==> config.mk <==
export PLATFORM = sky130hd
export DESIGN_NAME = mfld_ctrl
export DESIGN_NICKNAME = d
export VERILOG_FILES = /design/src/sv/mfld_pkg.sv /design/src/sv/mfld_ctrl.sv
export SDC_FILE = /design/constraint.sdc
export NUM_CORES = 1
export LEC_CHECK = 0
export BUFFER_PORTS_ARGS = -buffer_cell sky130_fd_sc_hd__buf_2
export CELL_PAD_IN_SITES_DETAIL_PLACEMENT = 1
export CELL_PAD_IN_SITES_GLOBAL_PLACEMENT = 1
export CORE_UTILIZATION = 35
export DETAILED_ROUTE_END_ITERATION = 7
export PLACE_DENSITY_LB_ADDON = 0.1
export SETUP_SLACK_MARGIN = 0.1
export SKIP_CTS_REPAIR_TIMING = 1
export SLEW_MARGIN = 10
export SYNTH_ARGS = -nofsm -noshare
export SYNTH_HDL_FRONTEND = slang
export SYNTH_SLANG_ARGS = --single-unit
export TNS_END_PERCENT = 50
==> constraint.sdc <==
create_clock -name clk -period 2.6 [get_ports clk]
set_input_delay 0.52 -clock clk [delete_from_list [all_inputs] [get_ports clk]]
set_output_delay 0.52 -clock clk [all_outputs]
set_load 0.03 [all_outputs]
==> src/sv/mfld_pkg.sv <==
// ----------------------------------------------------------------------------
// mfld_pkg
// Shared types and codes for the framebuffer line drawer.
// ----------------------------------------------------------------------------
`default_nettype none
package mfld_pkg;
    typedef enum logic [2:0] {
        OP_CLEAR  = 3'd0,
        OP_PIXEL  = 3'd1,
        OP_LINE   = 3'd2,
        OP_DOTTED = 3'd3,
        OP_RECT   = 3'd4,
        OP_FILL   = 3'd5,
        OP_READ   = 3'd6,
        OP_NONE   = 3'd7
    } opcode_t;

    typedef enum logic [3:0] {
        ST_IDLE,
        ST_CLEAR,
        ST_LSETUP,
        ST_LSTEP,
        ST_DIV,
        ST_ADDR,
        ST_MOD,
        ST_RMW_RD,
        ST_RMW_WR,
        ST_NEXT,
        ST_READ,
        ST_READ2,
        ST_OUT,
        ST_INIT
    } state_t;

    // controller -> datapath
    typedef struct packed {
        logic       capture;     // latch input item
        logic       clr_start;   // begin clear sweep
        logic       clr_step;    // write zero, advance clear address
        logic [1:0] seg_sel;     // which segment to load
        logic       seg_load;    // load line endpoints for segment
        logic       step_init;   // set up major/minor stepping
        logic       div_start;   // begin division
        logic       div_step;    // one division iteration
        logic       addr_calc;   // compute linear byte address
        logic       mod_step;    // wrap address by one store size
        logic       mem_rd;      // issue read of pixel byte
        logic       mem_wr;      // write modified byte
        logic       step_adv;    // advance major coordinate
        logic       col_adv;     // next fill column
        logic       rd_issue;    // read byte opcode
        logic       rd_latch;    // capture read data
        logic       out_clear;   // zero result
    } cmd_t;

    // datapath -> controller
    typedef struct packed {
        opcode_t    op;
        logic       clr_done;
        logic       div_done;
        logic       mod_done;
        logic       last_step;
        logic       last_col;
        logic       rd_valid_addr;
    } stat_t;
endpackage
`default_nettype wire

==> src/sv/mfld_ctrl.sv <==
// ----------------------------------------------------------------------------
// mfld_ctrl
// Command sequencer: walks each opcode through the datapath steps.
// ----------------------------------------------------------------------------
`default_nettype none
module mfld_ctrl (
    input  wire logic           clk,
    input  wire logic           rst_n,
    input  wire logic           in_valid,
    output logic                in_stall,
    output logic                out_valid,
    input  wire logic           out_stall,
    input  wire mfld_pkg::stat_t st,
    output mfld_pkg::cmd_t      cmd
);
    mfld_pkg::state_t state_reg, state_next;
    logic [1:0] seg_reg, seg_next;

    // state register
    always_ff @(posedge clk or negedge rst_n)
    begin
        if (!rst_n)
        begin
            state_reg <= mfld_pkg::ST_INIT;
            seg_reg   <= '0;
        end
        else
        begin
            state_reg <= state_next;
            seg_reg   <= seg_next;
        end
    end

    // next state and commands
    always_comb
    begin
        state_next  = state_reg;
        seg_next    = seg_reg;
        cmd         = '0;
        cmd.seg_sel = seg_reg;
        in_stall    = 1'b1;
        out_valid   = 1'b0;
        unique case (state_reg)
            mfld_pkg::ST_INIT:
            begin
                // zero the store after reset
                cmd.clr_step = 1'b1;
                if (st.clr_done)
                begin
                    state_next = mfld_pkg::ST_IDLE;
                end
            end
            mfld_pkg::ST_IDLE:
            begin
                in_stall = 1'b0;
                if (in_valid)
                begin
                    cmd.capture = 1'b1;
                    state_next  = mfld_pkg::ST_LSETUP;
                end
            end
            mfld_pkg::ST_LSETUP:
            begin
                // decode opcode just latched
                cmd.out_clear = 1'b1;
                seg_next      = '0;
                unique case (st.op) inside
                    mfld_pkg::OP_CLEAR:
                    begin
                        cmd.clr_start = 1'b1;
                        state_next    = mfld_pkg::ST_CLEAR;
                    end
                    mfld_pkg::OP_PIXEL, mfld_pkg::OP_LINE, mfld_pkg::OP_DOTTED,
                    mfld_pkg::OP_RECT, mfld_pkg::OP_FILL:
                    begin
                        cmd.seg_sel  = '0;
                        cmd.seg_load = 1'b1;
                        state_next   = mfld_pkg::ST_LSTEP;
                    end
                    mfld_pkg::OP_READ:
                    begin
                        state_next = mfld_pkg::ST_READ;
                    end
                    default:
                    begin
                        state_next = mfld_pkg::ST_OUT;
                    end
                endcase
            end
            mfld_pkg::ST_CLEAR:
            begin
                cmd.clr_step = 1'b1;
                if (st.clr_done)
                begin
                    state_next = mfld_pkg::ST_OUT;
                end
            end
            mfld_pkg::ST_LSTEP:
            begin
                cmd.step_init = 1'b1;
                state_next    = mfld_pkg::ST_DIV;
            end
            mfld_pkg::ST_DIV:
            begin
                if (!st.div_done)
                begin
                    cmd.div_step = 1'b1;
                end
                else
                begin
                    state_next = mfld_pkg::ST_ADDR;
                end
            end
            mfld_pkg::ST_ADDR:
            begin
                cmd.addr_calc = 1'b1;
                state_next    = mfld_pkg::ST_MOD;
            end
            mfld_pkg::ST_MOD:
            begin
                // wrap the byte address into the store
                if (!st.mod_done)
                begin
                    cmd.mod_step = 1'b1;
                end
                else
                begin
                    state_next = mfld_pkg::ST_RMW_RD;
                end
            end
            mfld_pkg::ST_RMW_RD:
            begin
                cmd.mem_rd = 1'b1;
                state_next = mfld_pkg::ST_RMW_WR;
            end
            mfld_pkg::ST_RMW_WR:
            begin
                cmd.mem_wr = 1'b1;
                state_next = mfld_pkg::ST_NEXT;
            end
            mfld_pkg::ST_NEXT:
            begin
                if (!st.last_step)
                begin
                    cmd.step_adv  = 1'b1;
                    cmd.div_start = 1'b1;
                    state_next    = mfld_pkg::ST_DIV;
                end
                else if (st.op == mfld_pkg::OP_RECT && seg_reg != 2'd3)
                begin
                    seg_next     = seg_reg + 2'd1;
                    cmd.seg_sel  = seg_reg + 2'd1;
                    cmd.seg_load = 1'b1;
                    state_next   = mfld_pkg::ST_LSTEP;
                end
                else if (st.op == mfld_pkg::OP_FILL && !st.last_col)
                begin
                    cmd.col_adv = 1'b1;
                    state_next  = mfld_pkg::ST_LSTEP;
                end
                else
                begin
                    state_next = mfld_pkg::ST_OUT;
                end
            end
            mfld_pkg::ST_READ:
            begin
                cmd.rd_issue = 1'b1;
                state_next   = mfld_pkg::ST_READ2;
            end
            mfld_pkg::ST_READ2:
            begin
                cmd.rd_latch = 1'b1;
                state_next   = mfld_pkg::ST_OUT;
            end
            mfld_pkg::ST_OUT:
            begin
                out_valid = 1'b1;
                if (!out_stall)
                begin
                    state_next = mfld_pkg::ST_IDLE;
                end
            end
            default:
            begin
                state_next = mfld_pkg::ST_IDLE;
            end
        endcase
    end
endmodule
`default_nettype wire

==> results.txt, run 1 <==
* Final std cell area, no fill: about 960 µm²
- The register with the most flip-flops in the layout has 4 of them.
- H-tree levels: 1
- Counting buffers and inverters, the worst setup path is 5 cells deep.
* Initial cell density of the core: between 30% and 40%
* Max capacitance violation total: 0
- In this run the cell area measured after placement is 922 µm².
- Worst min-delay path class: in2async
- The top cell type by area accounts for approximately a tenth of the synthesized area.
- Die outline height: between 40 and 50 µm
- Ranked by total cell area, the synthesized netlist is headed by dfstp_2 10%, dfrtp_1 9.7%, nor2_1 4.4%.
- Dividing the final minimum period by the clock period gives approximately nine tenths.
- Pins Over Slew Limit: 0
- Initial antenna violation count: 0
- In this run the deepest clock path goes through 2 buffers.
* Number of rows in the core area: 16
* Library cell occupying the most area in the post-synthesis netlist: dfstp_2
- In the routed design, unresolved DRC markers number 0.
- Number of enable flip-flop cells after synthesis: 0
- Of the cells placed in the final design, the portion with a size suffix greater than 1 is 39.1%.
- Data arrival time at the worst-slack endpoint: between 1500 and 2000 ps
* Worst R2R Start: state_reg[2]
- STA classifies the critical path endpoint as an output port.
- Placer's final routability congestion estimate: a little over 0.8
* Global-route wire length before repair: ~3900 µm
- Syn Area/Cell: around 7.9 µm²
- The worst pin sits at a relative slew slack of between 70% and 80%.
- Worst flop-to-flop path endpoint: state_reg[1]
- Walking the worst path, the cells encountered are and4bb_4 -> and4_4 -> a31oi_1 -> a22o_1 -> buf_2.
- Post-synthesis async set-or-reset flop share: 100%
* Area enclosed by the die boundary: 0.00239 mm²
* Via-to-Cell Ratio: approximately 5.6
- Number of nets with antenna violations after routing: 0
* Leakage power: 0.000468 µW
- Clock tree synthesis found a total of 6 sinks.
- In this run, synthesis produced a sequential element count of 6.
* Detailed router's first-iteration violation count: 15
* Routed via count: 870
* P per Cell Area: between 900 and 1000 mW/mm²
- Status: finished, final reports clean
- The total area inside the core boundary comes to 0.00202 mm².
* Total length of routed wires: 2310 µm
* Average wire per standard cell: 14.9 µm
- Clock-pin slew was measured on the worst setup and hold paths at 50 ps.
- For the pin with the worst max-slew slack, the measured transition is approximately 350 ps.
- The most used flip-flop cell after synthesis is dfstp_2.
* Clock period minus worst slack: between 2000 and 2500 ps
* Ports: 33
- Derived from the worst setup path, the maximum achievable clock frequency is between 0.4 and 0.5 GHz.
- Clock latency on the worst-skew pair: around 240 ps
- Along the worst path, the maximum fanout reaches 6.
* CTS tree: yes
- The largest individual stage delay along the critical path comes from the cell dfrtp_1.
- R2R Setup Slk: 750 ps
- Counting both buffers and inverters, the worst setup path holds a total of 1.
* Worst setup endpoint: cmd[14]
- Global routing used a little over a fifth of the available tracks across all layers.
* Width of the die: 48.9 µm
* CTS buffer count: 3
* Layout Area Growth over Synthesis: 24.4%
- The number of cells on the worst reg-to-reg path is 5.
- The number of antenna diodes in the final layout is 0.
* Worst IR Drop VDD: roughly 0.40 mV
- Worst path max stage delay: 480 ps
- Data required time of the critical path: approximately 2100 ps
* Total negative slack: 0 ps
- In this run, distinct cell masters in the synthesized netlist total 44.
* Portion of the post-synthesis area used by sequential elements: ~20%
- The number of global-route vias before repair was slightly above 800.
- Detailed placement ended at an HPWL of 1800 µm.
- The final number of hold-violating endpoints was 0.
* Remaining global-route overflow: 0
* Pin count of the biggest net entering global routing: 20
- Tracing the worst setup path back leads to its startpoint at state_reg[1].
* Crit path kind: reg2out
- Warnings from Yosys: 0
- When the netlist entered floorplanning its net count stood at about 110.
* Element type at the critical path start: register
- Broken down by cell family, the worst path's largest delay share belongs to simple AND/OR/NAND/NOR gates.
* Clock tree root driver cell: clkbuf_4
* Gate Count Post-Synth: slightly below 100
- Unrepaired setup endpoints after global routing: no
- Fin Clk Skew: about 4.2 ps
- # port buffers: 31
* Detailed Routing Iterations Pass 1: 4
- In the final design database the tool counted about 140 nets.
* Total standard cell area after synthesis: about 770 µm²
- Number of setup violations in the final report: 0
## worst min-delay path by stage
stage	startpoint	to	slack [ps]	cells past startpoint
after floorplan	rst_n	seg_reg[0]	220	0
after global placement	rst_n	seg_reg[1]	340	1
after detailed placement	rst_n	seg_reg[1]	340	1
after CTS	rst_n	seg_reg[1]	80	1
after global routing	rst_n	seg_reg[1]	80	1
final	rst_n	seg_reg[1]	90	1
## where the power goes
part | total [µW] | switching (µW) | internal (µW) | leakage [µW]
clock | 93.0 | 34.8 | 58.2 | 0.0000150
sequential | 171 | 31.4 | 139 | 0.0000721
combinational | 673 | 420 | 253 | 0.000381
total | 937 | 487 | 450 | 0.000468
## per-stage QoR
step / std cells / setup WS, ps / hold slack, ps / utilization (%) / total power, µW
6_report: 155 / 230 / 85.4 / 47.4 / 937
5_1_grt: 155 / 137 / 79.4 / 47.4 / 1020
4_1_cts: 154 / 140 / 79.7 / 46.9 / 929
3_5_place_dp: 150 / 318 / 345 / 45.6 / 828
3_3_place_gp: 150 / 381 / 342 / 45.6 / 814
2_1_floorplan: 97 / 128 / 224 / - / 704
## cells in the final DEF, fill, tap and decap left out, drive strengths merged, types with 2 or more instances in the layout
cell type,n
inv,6
a21o,2
dfrtp,3
dfstp,3
nor3,7
o221ai,2
a311oi,2
nand4,2
nand3,3
clkbuf,4
and2b,2
and4,2
and3,3
buf,35
nand2,8
nand2b,4
nor4,2
a31oi,3
o21ai,4
mux2i,3
nor2,9
## layout make-up
cell class | instances | area [µm²]
clock buffer | 4 | 26.3
fill | 269 | 1060
inverter | 6 | 22.5
multi-input combinational | 77 | 537
sequential | 6 | 154
tap | 27 | 33.8
timing repair buffer | 35 | 185
## logic make-up (layout without fill, tap and decap cells)
logic type	Yosys count	count (layout)	synth area share, %
xor gates and xnor gates	1	1	1.14
buffers and inverters	14	45	10.7
and+or+nand+nor	49	49	38.8
DFF	6	6	20.0
adders and majority gates	1	1	1.62
muxes	3	3	3.90
AOI/OAI and AO/OA	23	23	23.9
## layer usage
layer / wire, µm / GRT usage [%] / up-vias / part of all wire, %
li1: - / - / 424 / -
met1: 1130 / 26.9 / 417 / 49
met2: 1080 / 35.2 / 23 / 47
met3: 65 / 2.18 / 6 / 2.8
met4: 40 / 8.82 / 0 / 1.7
met5: 0 / 0 / - / 0
## cell usage after synthesis, types with 2 or more instances
master    number
nand2_1        8
nand3_1        3
nor3_1         6
mux2i_1        3
nand4_1        2
o221ai_1       2
and3_1         3
a21o_1         2
buf_4          3
dfrtp_1        3
nor4_1         2
a31oi_1        3
inv_1          6
nand2b_1       4
o21ai_0        4
nor2_1         9
buf_2          3
buf_6          2
dfstp_2        3
a311oi_1       2
Note: power is estimated with default switching activity, not from simulation.
==> inputs of run 2 (changes only) <==
CTS_CLUSTER_DIAMETER = 100   (was default)
PLACE_DENSITY = 0.81   (was default)
PLACE_DENSITY_LB_ADDON = default   (was 0.1)
==> results.txt, run 2 (synthesis results as in run 1) <==
- STA classifies the critical path startpoint as a register.
- The congestion estimate from routability-driven global placement came to about 0.8.
- Across the whole layout, storage elements account for approximately 160 µm².
- Number of nets with antenna violations after routing: 0
- The first global-routing pass estimated ~3800 µm of wire.
* Number of setup violations in the final report: 0
* P per Cell Area: 981 mW/mm²
* Ports: 33
* Crit Path Max Fanout: 4
- # DRC: 0
- The clock network is responsible for between 9 and 10% of the overall power.
* Total GRT Usage: about 20%
* H-tree levels: 1
- Number of flip-flops in the largest register: 4
* Routed via count: 875
* Max capacitance violation total: 0
- Relative to the synthesized area, the layout overhead comes to 25.5%.
- Across all hold checks on the routed design, the worst slack comes to roughly 83 ps.
- Via count of the first global-routing pass: a little over 800
* Crit path cell chain: and4bb_4 -> and4_4 -> a31oi_1 -> a22o_1 -> buf_2
* Final layout net count: between 100 and 150
* Area occupied by multi-input gates: ~530 µm²
- The critical path is of the reg2out type.
- Buffers & Inverters on Critical Path: 1
- The initial antenna violation count came to 0.
* Number of endpoints with negative hold slack in the final report: 0
* Fin Clk Skew: 4.92 ps
- Data on the critical path arrives at its endpoint at approximately 1800 ps.
* Average wire per standard cell: roughly 15 µm
- Fill cells in the final layout number 265.
- Before CTS, the worst setup slack after placement is 346 ps.
- The floorplan has 16 rows.
- The floorplan step set the die width to between 40 and 50 µm.
* Detail Placement HPWL: between 1500 and 2000 µm
* Detailed router's first-iteration violation count: 10
- The library cell used most frequently in the layout, excluding fill and tap cells, is buf_2.
- Die outline height: 48.9 µm
- Worst setup EP type: output port
* Remaining global-route overflow: 0
- Proportion of power drawn by combinational gates: 72.9%
* Library cell contributing the largest single delay on the critical path: dfstp_4
- Worst IR Drop VDD: between 0.3 and 0.4 mV
- Leakage power: between 0.0004 and 0.0005 µW
- Based on the critical path, the design can be clocked at up to roughly 0.42 GHz.
* Fraction of power spent switching nets: roughly 52%
* Antenna Diode Count: 0
- TritonCTS built the clock tree.
* Via-to-Cell Ratio: 5.61
- Clock tree synthesis inserted a total of 3 buffers.
- The final critical path takes up between 90% and 100% of the cycle.
- Area enclosed by the die boundary: between 0.002 and 0.0025 mm²
* Total Power: between 900 and 1000 µW
- Clock tree root driver cell: clkbuf_4
* Worst R2R Start: state_reg[2]
* Total length of routed wires: 2330 µm
* Pins Over Slew Limit: 0
* Worst setup startpoint: state_reg[3]
- Internal power consumption: about 460 µW
* Clock transition at the registers of the reported paths: roughly 50 ps
* Maximum clock insertion buffer count: 2
- The routed design could run at a clock period as short as between 2000 and 2500 ps.
* Number of sinks driven by the clock tree: 6
- Worst-case headroom to the max-slew limit: around 77%
* Fraction of power consumed by sequential logic: around 17%
* Detailed Routing Iterations Pass 1: 4
- The count of buffers added on input and output ports is 31.
- The library cells used most frequently in the layout, excluding fill and tap cells, are 31 x buf_2, 9 x nor2_1, 8 x nand2_1, 6 x nor3_1, 6 x inv_1.
* Dominant delay contributor by cell family on the critical path: flip-flops
- Clock latency on the worst-skew pair: 250 ps
- Core region area: 0.00202 mm²
- Worst Tran Pin Value: 343 ps
- Worst min-delay path class: in2async
- After layout, the worst setup slack is approximately 240 ps.
- Net switching power of the design: approximately 500 µW
* Status: finished, final reports clean
* Initial cell density of the core: between 30% and 40%
* Data required time of the critical path: 2080 ps
- Cells fill between 40% and 50% of the core in the end.
* Fraction of layout cells with a size suffix above 1: about two fifths
- On the worst path, the slowest cell contributes a delay of roughly 620 ps.
* Total negative slack: 0 ps
- Setup repair after global routing left no endpoint under its margin.
- Pin count of the biggest net entering global routing: 20
==> run 2: changes by cell type in the layout (fill, tap and decap cells not counted), sizes merged <==
cell,change
buf,+1
==> run 2: final timing paths <==
check                                    end  slack (ps)  cells after the start
worst min register to register    seg_reg[1]         540                      1
worst min-delay path              seg_reg[0]          80                      1
min in group clk                  seg_reg[1]         540                      1
worst max register to register  state_reg[1]         770                      5
max in group asynchronous       state_reg[2]        2290                      1
worst max-delay path                 cmd[14]         240                      5
==> run 2: worst reg2reg max path: stages (launching register included) <==
cell and delay (ps):
dfstp_2 530, buf_4 230, nand2b_1 340, nand3_1 190, and4_1 250, o32a_1 170
==> run 2: cell type report <==
class / instances / share of cell area [%]
clock buffers: 4 / 2.72
inverters: 6 / 2.33
well taps: 27 / 3.49
flip-flops and latches: 6 / 16.3
multi-input cells: 77 / 55.2
repair buffers: 36 / 19.9
==> run 2: per-layer routing <==
metal	routed length, µm	global-route usage (%)	vias to the layer above
met5	0	0	-
met4	21	4.41	0
met3	105	1.25	2
met2	1110	35.4	31
met1	1080	26.7	416
li1	-	-	426
==> run 2: power groups by stage <==
stage,clock (µW),combinational (µW),sequential (µW)
finish,92.3,691,165
floorplan,0,541,162
global route,99.5,755,169
global placement,0,641,177
CTS,95.8,661,178
detailed placement,0,656,178
==> run 2: per-stage QoR <==
stage / cell area (µm²) / std cells
after detailed placement: 922 / 150
final: 967 / 156
after CTS: 948 / 154
after global routing: 967 / 156
after global placement: 922 / 150
after floorplan: 771 / 97
